### src/sgm_pkg.sv
// shared types and constants for the sgm path cost aggregation block
// no dependencies
`default_nettype none

package sgm_pkg;

  localparam int RAW_W   = 8;
  localparam int COST_W  = 11;
  localparam int P1_W    = 8;
  localparam int P2_W    = 10;
  localparam int IDX_W   = 6;
  localparam int CFG_A_W = 1;
  localparam int CFG_D_W = 10;

  localparam logic [COST_W-1:0] COST_MAX = {COST_W{1'b1}};

  // configuration register indexes
  typedef enum logic [CFG_A_W-1:0] {
    REG_PENALTY_SMALL = 1'b0,
    REG_PENALTY_LARGE = 1'b1
  } cfg_reg_t;

  // one result transaction
  typedef struct packed {
    logic [COST_W-1:0] path_cost;
    logic [IDX_W-1:0]  disparity_index;
    logic              pixel_done;
  } out_item_t;

  // control flags handed to the cost unit
  typedef struct packed {
    logic              is_start;
    logic              first;
    logic              last;
  } cost_ctl_t;

endpackage

`default_nettype wire

### src/sgm_stream_if.sv
// stream interfaces for raw costs in and path costs out
// depends on sgm_pkg
`default_nettype none

interface sgm_raw_if;
  logic                      valid;
  logic                      ready;
  logic [sgm_pkg::RAW_W-1:0] match_cost;
  logic                      path_start;

  modport source (output valid, output match_cost, output path_start, input ready);
  modport sink   (input valid, input match_cost, input path_start, output ready);
endinterface

interface sgm_path_if;
  logic                       valid;
  logic                       ready;
  logic [sgm_pkg::COST_W-1:0] path_cost;
  logic [sgm_pkg::IDX_W-1:0]  disparity_index;
  logic                       pixel_done;

  modport source (output valid, output path_cost, output disparity_index,
                  output pixel_done, input ready);
  modport sink   (input valid, input path_cost, input disparity_index,
                  input pixel_done, output ready);
endinterface

`default_nettype wire

### src/sgm_path_cost_aggregation.sv
// top level of the sgm path cost aggregation block
// depends on sgm_pkg, sgm_stream_if, sgm_cell, sgm_cost_unit, sgm_out_skid
`default_nettype none

// Aggregates semi-global matching costs along one scan path. Raw costs enter
// one disparity per transaction, disparities 0..NUM_DISP-1 of a pixel in order,
// pixels in path order; each transaction yields exactly one path cost
// transaction, raw + min(prev[d], prev[d-1]+P1, prev[d+1]+P1, prevmin+P2) -
// prevmin, clamped to 11 bits. A pixel whose disparity-zero transaction has
// path_start set passes its raw costs through. The block takes one transaction
// per clock cycle while the output stage has room; results are registered
// there. The predecessor vector lives in a ring of NUM_DISP cells that
// rotates by one place per accepted transaction, so the cost for disparity d
// always reads prev[d] and prev[d+1] from the two head cells. A two-entry
// output stage keeps input ready high while one result waits.
// Penalties are written through wr_en / wr_index / wr_data and should only
// change while the block is idle. The first pixel after reset must be a path
// start.

module sgm_path_cost_aggregation #(
  parameter int NUM_DISP = 64
) (
  input  wire logic                        clk,
  input  wire logic                        rst,
  input  wire logic                        wr_en,
  input  wire logic [sgm_pkg::CFG_A_W-1:0] wr_index,
  input  wire logic [sgm_pkg::CFG_D_W-1:0] wr_data,
  sgm_raw_if.sink                          raw_stream,
  sgm_path_if.source                       path_stream
);

  localparam int CNT_W = (NUM_DISP > 2) ? $clog2(NUM_DISP) : 1;
  localparam int CW    = sgm_pkg::COST_W;

  // configuration
  logic [sgm_pkg::P1_W-1:0] penalty_small;
  logic [sgm_pkg::P2_W-1:0] penalty_large;

  always_ff @(posedge clk) begin
    if (rst) begin
      penalty_small <= sgm_pkg::P1_W'(10);
      penalty_large <= sgm_pkg::P2_W'(120);
    end else if (wr_en) begin
      unique case (sgm_pkg::cfg_reg_t'(wr_index))
        sgm_pkg::REG_PENALTY_SMALL: penalty_small <= wr_data[sgm_pkg::P1_W-1:0];
        sgm_pkg::REG_PENALTY_LARGE: penalty_large <= wr_data[sgm_pkg::P2_W-1:0];
        default: ;
      endcase
    end
  end

  // handshake
  logic room;
  logic accept;

  assign raw_stream.ready = room;
  assign accept           = raw_stream.valid && room;

  // per-pixel control state
  logic [CNT_W-1:0] disp_cnt;
  logic             pixel_is_start;
  logic [CW-1:0]    held_lower;
  logic [CW-1:0]    last_min;
  logic [CW-1:0]    run_min;

  logic             first;
  logic             last;
  logic             start_now;
  logic [CW-1:0]    cost;
  logic [CW-1:0]    run_min_next;

  assign first     = (disp_cnt == '0);
  assign last      = (disp_cnt == CNT_W'(NUM_DISP - 1));
  assign start_now = first ? raw_stream.path_start : pixel_is_start;

  // ring of predecessor cells; cell 0 holds prev[d], cell 1 holds prev[d+1]
  logic [CW-1:0] ring [NUM_DISP];

  for (genvar i = 0; i < NUM_DISP; i++) begin : g_cell
    logic [CW-1:0] feed;
    if (i == NUM_DISP - 1) begin : g_tail
      // new cost enters at the tail and reaches the head after NUM_DISP shifts
      assign feed = cost;
    end else begin : g_mid
      assign feed = ring[i+1];
    end
    sgm_cell u_cell (
      .clk       (clk),
      .shift     (accept),
      .from_next (feed),
      .value     (ring[i])
    );
  end

  // cost arithmetic
  sgm_pkg::cost_ctl_t ctl;

  assign ctl.is_start = start_now;
  assign ctl.first    = first;
  assign ctl.last     = last;

  sgm_cost_unit u_cost (
    .match_cost (raw_stream.match_cost),
    .ctl        (ctl),
    .prev_here  (ring[0]),
    .prev_above (ring[1]),
    .held_lower (held_lower),
    .last_min   (last_min),
    .p1         (penalty_small),
    .p2         (penalty_large),
    .cost       (cost)
  );

  assign run_min_next = (cost < run_min) ? cost : run_min;

  always_ff @(posedge clk) begin
    if (rst) begin
      disp_cnt       <= '0;
      pixel_is_start <= 1'b0;
      held_lower     <= '0;
      last_min       <= '0;
      run_min        <= sgm_pkg::COST_MAX;
    end else if (accept) begin
      pixel_is_start <= start_now;
      held_lower     <= ring[0];
      if (last) begin
        disp_cnt <= '0;
        last_min <= run_min_next;
        run_min  <= sgm_pkg::COST_MAX;
      end else begin
        disp_cnt <= disp_cnt + CNT_W'(1);
        run_min  <= run_min_next;
      end
    end
  end

  // result transaction; disparity index carries the low bits of the counter
  logic [CNT_W+sgm_pkg::IDX_W-1:0] cnt_ext;
  sgm_pkg::out_item_t              item;

  assign cnt_ext              = (CNT_W + sgm_pkg::IDX_W)'(disp_cnt);
  assign item.path_cost       = cost;
  assign item.disparity_index = cnt_ext[sgm_pkg::IDX_W-1:0];
  assign item.pixel_done      = last;

  sgm_out_skid u_out (
    .clk  (clk),
    .rst  (rst),
    .push (accept),
    .item (item),
    .room (room),
    .path (path_stream)
  );

endmodule

`default_nettype wire

### src/sgm_cell.sv
// one stage of the circulating previous-vector line
// depends on sgm_pkg
`default_nettype none

module sgm_cell (
  input  wire logic                       clk,
  input  wire logic                       shift,
  input  wire logic [sgm_pkg::COST_W-1:0] from_next,
  output logic      [sgm_pkg::COST_W-1:0] value
);

  always_ff @(posedge clk) begin
    if (shift) begin
      value <= from_next;
    end
  end

endmodule

`default_nettype wire

### src/sgm_cost_unit.sv
// path cost for one disparity from the raw cost and predecessor terms
// depends on sgm_pkg
`default_nettype none

module sgm_cost_unit (
  input  wire logic [sgm_pkg::RAW_W-1:0]  match_cost,
  input  wire sgm_pkg::cost_ctl_t         ctl,
  input  wire logic [sgm_pkg::COST_W-1:0] prev_here,
  input  wire logic [sgm_pkg::COST_W-1:0] prev_above,
  input  wire logic [sgm_pkg::COST_W-1:0] held_lower,
  input  wire logic [sgm_pkg::COST_W-1:0] last_min,
  input  wire logic [sgm_pkg::P1_W-1:0]   p1,
  input  wire logic [sgm_pkg::P2_W-1:0]   p2,
  output logic      [sgm_pkg::COST_W-1:0] cost
);

  localparam int SW = sgm_pkg::COST_W + 1;

  logic [SW-1:0] lower_term;
  logic [SW-1:0] upper_term;
  logic [SW-1:0] jump_term;
  logic [SW-1:0] m;
  logic [SW-1:0] diff;
  logic [SW:0]   total;

  always_comb begin
    lower_term = SW'(held_lower) + SW'(p1);
    upper_term = SW'(prev_above) + SW'(p1);
    jump_term  = SW'(last_min) + SW'(p2);
    m = SW'(prev_here);
    if (!ctl.first && lower_term < m) begin
      m = lower_term;
    end
    if (!ctl.last && upper_term < m) begin
      m = upper_term;
    end
    if (jump_term < m) begin
      m = jump_term;
    end
    // clamp at zero if the minimum ever falls below last_min
    diff  = (m > SW'(last_min)) ? (m - SW'(last_min)) : '0;
    total = (SW+1)'(match_cost) + (SW+1)'(diff);
    if (ctl.is_start) begin
      cost = sgm_pkg::COST_W'(match_cost);
    end else if (total > (SW+1)'(sgm_pkg::COST_MAX)) begin
      cost = sgm_pkg::COST_MAX;
    end else begin
      cost = total[sgm_pkg::COST_W-1:0];
    end
  end

endmodule

`default_nettype wire

### src/sgm_out_skid.sv
// two-entry output register and skid stage for the path cost stream
// depends on sgm_pkg and sgm_path_if
`default_nettype none

module sgm_out_skid (
  input  wire logic               clk,
  input  wire logic               rst,
  input  wire logic               push,
  input  wire sgm_pkg::out_item_t item,
  output logic                    room,
  sgm_path_if.source              path
);

  sgm_pkg::out_item_t main_q;
  sgm_pkg::out_item_t skid_q;
  logic               main_valid;
  logic               skid_valid;
  logic               pop;

  assign pop  = main_valid && path.ready;
  assign room = !skid_valid;

  always_ff @(posedge clk) begin
    if (rst) begin
      main_valid <= 1'b0;
      skid_valid <= 1'b0;
    end else if (skid_valid) begin
      if (pop) begin
        main_q     <= skid_q;
        skid_valid <= 1'b0;
      end
    end else if (push) begin
      if (!main_valid || pop) begin
        main_q     <= item;
        main_valid <= 1'b1;
      end else begin
        skid_q     <= item;
        skid_valid <= 1'b1;
      end
    end else if (pop) begin
      main_valid <= 1'b0;
    end
  end

  assign path.valid           = main_valid;
  assign path.path_cost       = main_q.path_cost;
  assign path.disparity_index = main_q.disparity_index;
  assign path.pixel_done      = main_q.pixel_done;

endmodule

`default_nettype wire

### src/flat_wrapper.sv
// flat-port wrapper written by rule: the top's interface ports become plain ports
module sgm_path_cost_aggregation_flat 
#(
  parameter int NUM_DISP = 64
)
  (clk, rst, wr_en, wr_index, wr_data, raw_stream_valid, raw_stream_match_cost, raw_stream_path_start, raw_stream_ready, path_stream_valid, path_stream_path_cost, path_stream_disparity_index, path_stream_pixel_done, path_stream_ready);
  sgm_raw_if raw_stream_i ();
  sgm_path_if path_stream_i ();
  input  wire logic clk;
  input  wire logic rst;
  input  wire logic wr_en;
  input  wire logic [sgm_pkg::CFG_A_W-1:0] wr_index;
  input  wire logic [sgm_pkg::CFG_D_W-1:0] wr_data;
  input wire logic [$bits(raw_stream_i.valid)-1:0] raw_stream_valid;
  input wire logic [$bits(raw_stream_i.match_cost)-1:0] raw_stream_match_cost;
  input wire logic [$bits(raw_stream_i.path_start)-1:0] raw_stream_path_start;
  output wire logic [$bits(raw_stream_i.ready)-1:0] raw_stream_ready;
  output wire logic [$bits(path_stream_i.valid)-1:0] path_stream_valid;
  output wire logic [$bits(path_stream_i.path_cost)-1:0] path_stream_path_cost;
  output wire logic [$bits(path_stream_i.disparity_index)-1:0] path_stream_disparity_index;
  output wire logic [$bits(path_stream_i.pixel_done)-1:0] path_stream_pixel_done;
  input wire logic [$bits(path_stream_i.ready)-1:0] path_stream_ready;
  assign raw_stream_i.valid = raw_stream_valid;
  assign raw_stream_i.match_cost = raw_stream_match_cost;
  assign raw_stream_i.path_start = raw_stream_path_start;
  assign raw_stream_ready = raw_stream_i.ready;
  assign path_stream_valid = path_stream_i.valid;
  assign path_stream_path_cost = path_stream_i.path_cost;
  assign path_stream_disparity_index = path_stream_i.disparity_index;
  assign path_stream_pixel_done = path_stream_i.pixel_done;
  assign path_stream_i.ready = path_stream_ready;
  sgm_path_cost_aggregation #(.NUM_DISP(NUM_DISP)) u_core (.clk(clk), .rst(rst), .wr_en(wr_en), .wr_index(wr_index), .wr_data(wr_data), .raw_stream(raw_stream_i), .path_stream(path_stream_i));
endmodule
### config.mk
export PLATFORM = sky130hd
export DESIGN_NAME = sgm_path_cost_aggregation_flat
export DESIGN_NICKNAME = d
export VERILOG_FILES = /design/src/sgm_pkg.sv /design/src/sgm_stream_if.sv /design/src/sgm_path_cost_aggregation.sv /design/src/sgm_cell.sv /design/src/sgm_cost_unit.sv /design/src/sgm_out_skid.sv /design/src/flat_wrapper.sv
export SDC_FILE = /design/constraint.sdc
export NUM_CORES = 1
export LEC_CHECK = 0
export ABC_AREA = 1
export BUFFER_PORTS_ARGS = -buffer_cell sky130_fd_sc_hd__clkbuf_2
export CAP_MARGIN = 20
export CELL_PAD_IN_SITES_DETAIL_PLACEMENT = 1
export CELL_PAD_IN_SITES_GLOBAL_PLACEMENT = 1
export CORE_MARGIN = 3
export CORE_UTILIZATION = 40
export CTS_CLUSTER_DIAMETER = 120
export DETAILED_ROUTE_END_ITERATION = 12
export GPL_ROUTABILITY_DRIVEN = 1
export MAX_ROUTING_LAYER = met4
export PLACE_DENSITY_LB_ADDON = 0.1
export SYNTH_ARGS = -nofsm -noshare
export SYNTH_HDL_FRONTEND = slang
export SYNTH_SLANG_ARGS = --single-unit
### constraint.sdc
create_clock -name clk -period 31.1 [get_ports clk]
set_input_delay 6.22 -clock clk [delete_from_list [all_inputs] [get_ports clk]]
set_output_delay 6.22 -clock clk [all_outputs]
set_load 0.02 [all_outputs]
# Word level (Yosys, flattened, before mapping)
# Index checks and enable logic that the tools add are counted.
# totals
regBits,800
out_inout_bits,20
# op_classes
reduce_logical,19
n_mux,21
n_addsub,6
n_bitwise,4
n_lt_le_gt_ge,6
eq_ne,3
# ops
cell,n
18-bit two-way mux,4
12-bit two-way mux,4
11-bit two-way mux,4
11-bit by 8-bit adder with 12-bit output,2
12-bit less-than comparator,2
8-bit by 12-bit adder with 13-bit output,1
"13-bit by 11-bit greater-than comparator with 1-bit output, second input constant",1
11-bit by 10-bit adder with 12-bit output,1
12-bit by 11-bit greater-than comparator with 1-bit output,1
12-bit by 11-bit less-than comparator with 1-bit output,1
12-bit by 11-bit subtractor with 12-bit output,1
11-bit less-than comparator,1
1-bit two-way mux,8
4-bit AND reduction,2
"6-bit by 1-bit adder with 6-bit output, second input constant",1
"6-bit equality test, second input constant",1
6-bit logical NOT,1
6-bit two-way mux,1
2-bit AND reduction,3
2-bit nonzero test,3
1-bit logical AND,4
1-bit logical NOT,4
1-bit inverter,4
3-bit AND reduction,1
other kinds (3),3

# Longest topological paths before layout
# logic_depth
ltp_word,18
depth_mapped,89
depth_no_buf,84

# Cells and area by module
# A second synthesis with hierarchy kept.
# unflattened
hier_cells,1733
hier_area_um2,28599.9
# by_module_without_submodules
mod,instances,area_each_um2,cells_each,seq_area_each_um2
sgm_cell,64,330.3,11,330.3
sgm_cost_unit,1,3410.8,555,0.0
sgm_path_cost_aggregation,1,2620.0,358,1161.1
sgm_out_skid,1,1428.9,116,1121.1

# Worst setup path after synthesis
# OpenSTA, ideal clock, no wires.
# synth_timing
path_type,input -> register
startpoint,in raw_stream_valid
endpoint,reg u_core.held_lower[1]
setup_slack_ns,3.889
arrival_ns,26.339
path_stages,5
setup_time_ns,0.873
path_cell_list,nand2_1 > inv_1 > clkbuf_1 > clkbuf_1 > a21oi_1
# synth_via
elab_chain_len,1
# synth_lines
element,line,rtl
start: declaration,flat_wrapper.sv:14,input wire logic [$bits(raw_stream_i.valid)-1:0] raw_stream_valid;
1-bit logical AND,sgm_path_cost_aggregation.sv:57,assign accept = raw_stream.valid && room;
via u_core.accept,sgm_path_cost_aggregation.sv:54,logic accept;
end signal: assignment,sgm_path_cost_aggregation.sv:125,held_lower <= ring[0];
end: declaration,sgm_path_cost_aggregation.sv:62,logic [CW-1:0] held_lower;
# The timed path passes the listed nets, and every way through them passes these cells.
# A chain may end at the register's enable or synchronous reset.

# Worst setup path in the final report
# layout_timing
startpoint,reg u_core.penalty_small[0] (netlist name)
endpoint,reg u_core.run_min[0]
# layout_via
elab_chain_len,18
# layout_lines
element,line,rtl
start: declaration,sgm_path_cost_aggregation.sv:36,logic [sgm_pkg::P1_W-1:0] penalty_small;
start signal: assignment,sgm_path_cost_aggregation.sv:41,penalty_small <= sgm_pkg::P1_W'(10);
start signal: assignment,sgm_path_cost_aggregation.sv:45,sgm_pkg::REG_PENALTY_SMALL: penalty_small <= wr_data[sgm_pkg::P1_W-1:0];
11-bit by 8-bit adder with 12-bit output,sgm_cost_unit.sv:27,lower_term = SW'(held_lower) + SW'(p1);
12-bit by 11-bit less-than comparator with 1-bit output,sgm_cost_unit.sv:31,if (!ctl.first && lower_term < m) begin
1-bit logical AND,sgm_cost_unit.sv:31,
12-bit two-way mux,sgm_cost_unit.sv:31,
12-bit less-than comparator,sgm_cost_unit.sv:34,if (!ctl.last && upper_term < m) begin
1-bit logical AND,sgm_cost_unit.sv:34,
12-bit two-way mux (*),sgm_cost_unit.sv:34,
12-bit less-than comparator,sgm_cost_unit.sv:37,if (jump_term < m) begin
(+3 left out),n/a,
8-bit by 12-bit adder with 13-bit output (*),sgm_cost_unit.sv:42,total = (SW+1)'(match_cost) + (SW+1)'(diff);
13-bit by 11-bit greater-than comparator with 1-bit output,sgm_cost_unit.sv:45,end else if (total > (SW+1)'(sgm_pkg::COST_MAX)) begin
11-bit two-way mux (*),sgm_cost_unit.sv:45,
11-bit two-way mux (*),sgm_cost_unit.sv:43,if (ctl.is_start) begin
via u_core.cost[5],sgm_path_cost_aggregation.sv:69,logic [CW-1:0] cost;
11-bit less-than comparator (*),sgm_path_cost_aggregation.sv:114,assign run_min_next = (cost < run_min) ? cost : run_min;
11-bit two-way mux (*),sgm_path_cost_aggregation.sv:114,
11-bit two-way mux (*),sgm_path_cost_aggregation.sv:126,if (last) begin
end signal: assignment,sgm_path_cost_aggregation.sv:122,run_min <= sgm_pkg::COST_MAX;
end signal: assignment,sgm_path_cost_aggregation.sv:129,run_min <= sgm_pkg::COST_MAX;
end signal: assignment,sgm_path_cost_aggregation.sv:132,run_min <= run_min_next;
end: declaration,sgm_path_cost_aggregation.sv:64,logic [CW-1:0] run_min;
# The timed path passes the listed nets; every way through them passes the cells marked *.

==> impl_metrics.ini <==
[layout]
syn2layout_area_growth_pct = 14.1
n_antenna_cell = 0
fin_util_pct = 46.6
drive_above_1_share_pct = 11.7
nNetsFinal = 1905
design_area_um2 = 32300

[critical_path]
start_kind = register
crit_top_cell = nand2_1
reg2reg_to = u_core.run_min[0]
crit_required_ps = 31660
crit_fanout = 21
r2r_start = u_core.penalty_small[0]
end_kind = register
cp_data_arrival_time_ps = 13760
cp-endpoint = u_core.run_min[0]
rrSetupSlack_ps = 17900
r2r_cells = 78
max_stage_delay_ps = 420
worstSetupStartpoint = u_core.penalty_small[0]
path_class = register to register
cpMaxStageDelayCell = o221a_2

[status]
status = completed

[synthesis]
synth_common_cells = edfxtp_1, nand2_1, inv_1
synth_top_area_share_pct = 78.4
yosys.area.top_type = edfxtp_1
synth_warnings = 0
synthArstFlopShare_pct = 0
synth.ff_latch_count = 800
synth_area_leaders = edfxtp_1, dfxtp_1, ha_1, nand2_1, inv_1
synth_area_um2 = 28300
ys_types = 50
synth.net_count = 1791
yosysMostFrequentCell = edfxtp_1
syn_inst = 1672
synth_area_per_cell_um2 = 17.0
synth_edf_count = 740
seq_area_frac_synth_pct = 82.6
ys.flop_type = edfxtp_1

[floorplan]
initial_core_util_pct = 40.8
die_h_um = 272
coreArea_um2 = 69400
dieArea_um2 = 74100
pin_count = 45
num_rows = 96
die_w_um = 272

[sta]
worst_slack_ps = 17900
timing_hold_violations_final = 0
slew_headroom_pct = 27.0
fmax_mhz = 75.8
fin_crit_sh_pct = 42.4
worst_slew_pin_slew_ps = 1090
drv_slew = 0
whs_ps = 411
rsz0062_at_grt = false
setup_violations = 0
fin_skew_ps = 17.4
fin_tns_setup_ps = 0
min_period_ps = 13200

[place]
place_area_um2 = 29700
dp_hpwl_um = 30000
dp_slack_ps = 17900
portBuffers = 44
gp_congestion = 0.788

[detailed_routing]
drt_first_iter_violations = 893
vias = 13300
first_pass_iters = 4
antenna_left = 0
vias_per_cell = 4.76
drc = 0
wl_um = 48900
detail_route.wl_per_cell_um = 17.6

[clocking]
cts-htree-levels = 3
cts_made_buffers = 81
holdBufCountCts = 0
cts_tree = yes
insertion_delay_ps = 620
clkSinkCount = 800
cts.clk_slew.worst_paths_ps = 60
cts_resized = 0
cts_root_buf = clkbuf_16
postCtsSetupBuffers = 0
clockBufferDepth = 3

[min_path]
min_path_type = register to register

[run]
cap_violations = 0

[global_route]
grt_usage_pct = 13.6
grt_pass1_wl_um = 77200
grt_start_max_net_pins = 140
grt_pass1_vias = 13700
antenna_found_initial = 4
grt_overflow_total = 0

[pwr]
power_density_nw_per_um2 = 76.9
irDropWorstVdd_v = 0.0000452
power_leakage_nw = 11.6
report_power, final:
group,switching (W),internal (W)
clock network,0.000404,0.000523
logic,0.000189,0.0000837
registers,0.0000223,0.00126
worst max-delay path, delay by kind of cell (launching register included):
kind / cells / cell delay (ps)
AO/OA/AOI/OAI: 27 / 5220
XOR/XNOR: 1 / 100
adder cells (fa/ha/maj): 10 / 2960
buffers and inverters: 8 / 930
flip-flops: 1 / 330
AND/OR/NAND/NOR: 32 / 3550
how the worst min path moves through the flow:
stage,start,end,slack (ps),cells after the start
CTS,u_core.g_cell[17].u_cell.value[4],u_core.g_cell[16].u_cell.value[4],400,0
global placement,u_core.g_cell[8].u_cell.value[4],u_core.g_cell[7].u_cell.value[4],400,0
finish,u_core.g_cell[2].u_cell.value[0],u_core.g_cell[1].u_cell.value[0],410,0
detailed placement,u_core.g_cell[26].u_cell.value[9],u_core.g_cell[25].u_cell.value[9],410,0
floorplan,u_core.g_cell[11].u_cell.value[0],u_core.g_cell[10].u_cell.value[0],400,0
global route,u_core.g_cell[33].u_cell.value[9],u_core.g_cell[32].u_cell.value[9],420,0
cells by family after synthesis:
group	count (synthesis)	synth area share [%]
xor+xnor	35	1.08
compound gates	204	3.97
simple gates	363	5.65
other cells	1	0.0132
buf+inv	175	2.36
fa+ha+maj	94	4.28
flops	800	82.6
sequential cells by signal, indices dropped and copies added (netlist names):
signal	count
u_core.u_out.path.valid	1
u_core.penalty_large	10
u_core.penalty_small	8
u_core.pixel_is_start	1
u_core.disp_cnt	6
u_core.u_out.skid_valid	1
u_core.run_min	11
u_core.held_lower	11
u_core.last_min	11
u_core.g_cell.u_cell.value	704
u_core.u_out.path.path_cost	11
u_core.u_out.path.disparity_index	6
u_core.u_out.skid_q	18
u_core.u_out.path.pixel_done	1
routing by layer:
layer  track usage [%]  up-vias  share of wire, %
met2              19.4      147                44
met5                 -        -                 0
met3              2.75       87               3.3
met4              4.28        0               2.6
met1              19.8     6684                50
li1                  -     6342                 -
area by class of cell:
class | count | area [um2]
fill | 6722 | 37100
sequential | 800 | 23400
multi-input combinational | 697 | 4260
clock buffer | 92 | 2090
tap | 931 | 1160
inverter | 147 | 559
clock inverter | 58 | 482
timing repair buffer | 59 | 353
layout by cell type, fill, tap and decap left out, types with 3 or more instances in the layout:
master and count:
ha_1 89, clkbuf_1 10, clkbuf_2 44, buf_4 14, nand2_1 195, xnor2_1 7, nand3_1 65, a31oi_1 3
clkbuf_16 82, a21o_1 5, dfxtp_1 60, o21bai_1 12, inv_1 141, nand2_4 3, nand3b_1 4, a211oi_1 4
fa_1 5, edfxtp_1 740, xor2_1 28, or2_2 4, bufinv_16 4, nand2_2 15, o21ai_1 3, nor2_1 56
nand4_1 5, clkinv_2 20, nor3_1 6, o21ai_0 85, inv_2 3, a21oi_1 78, clkinvlp_4 6, clkinv_1 22
per-stage QoR:
step	instances	power (W)
after detailed placement	2633	0.00158
after floorplan	1672	0.00154
after global placement	2633	0.00157
after CTS	2783	0.00253
after global routing	2784	0.00262
final	2784	0.00248
Power figures use the tool's default switching activity.
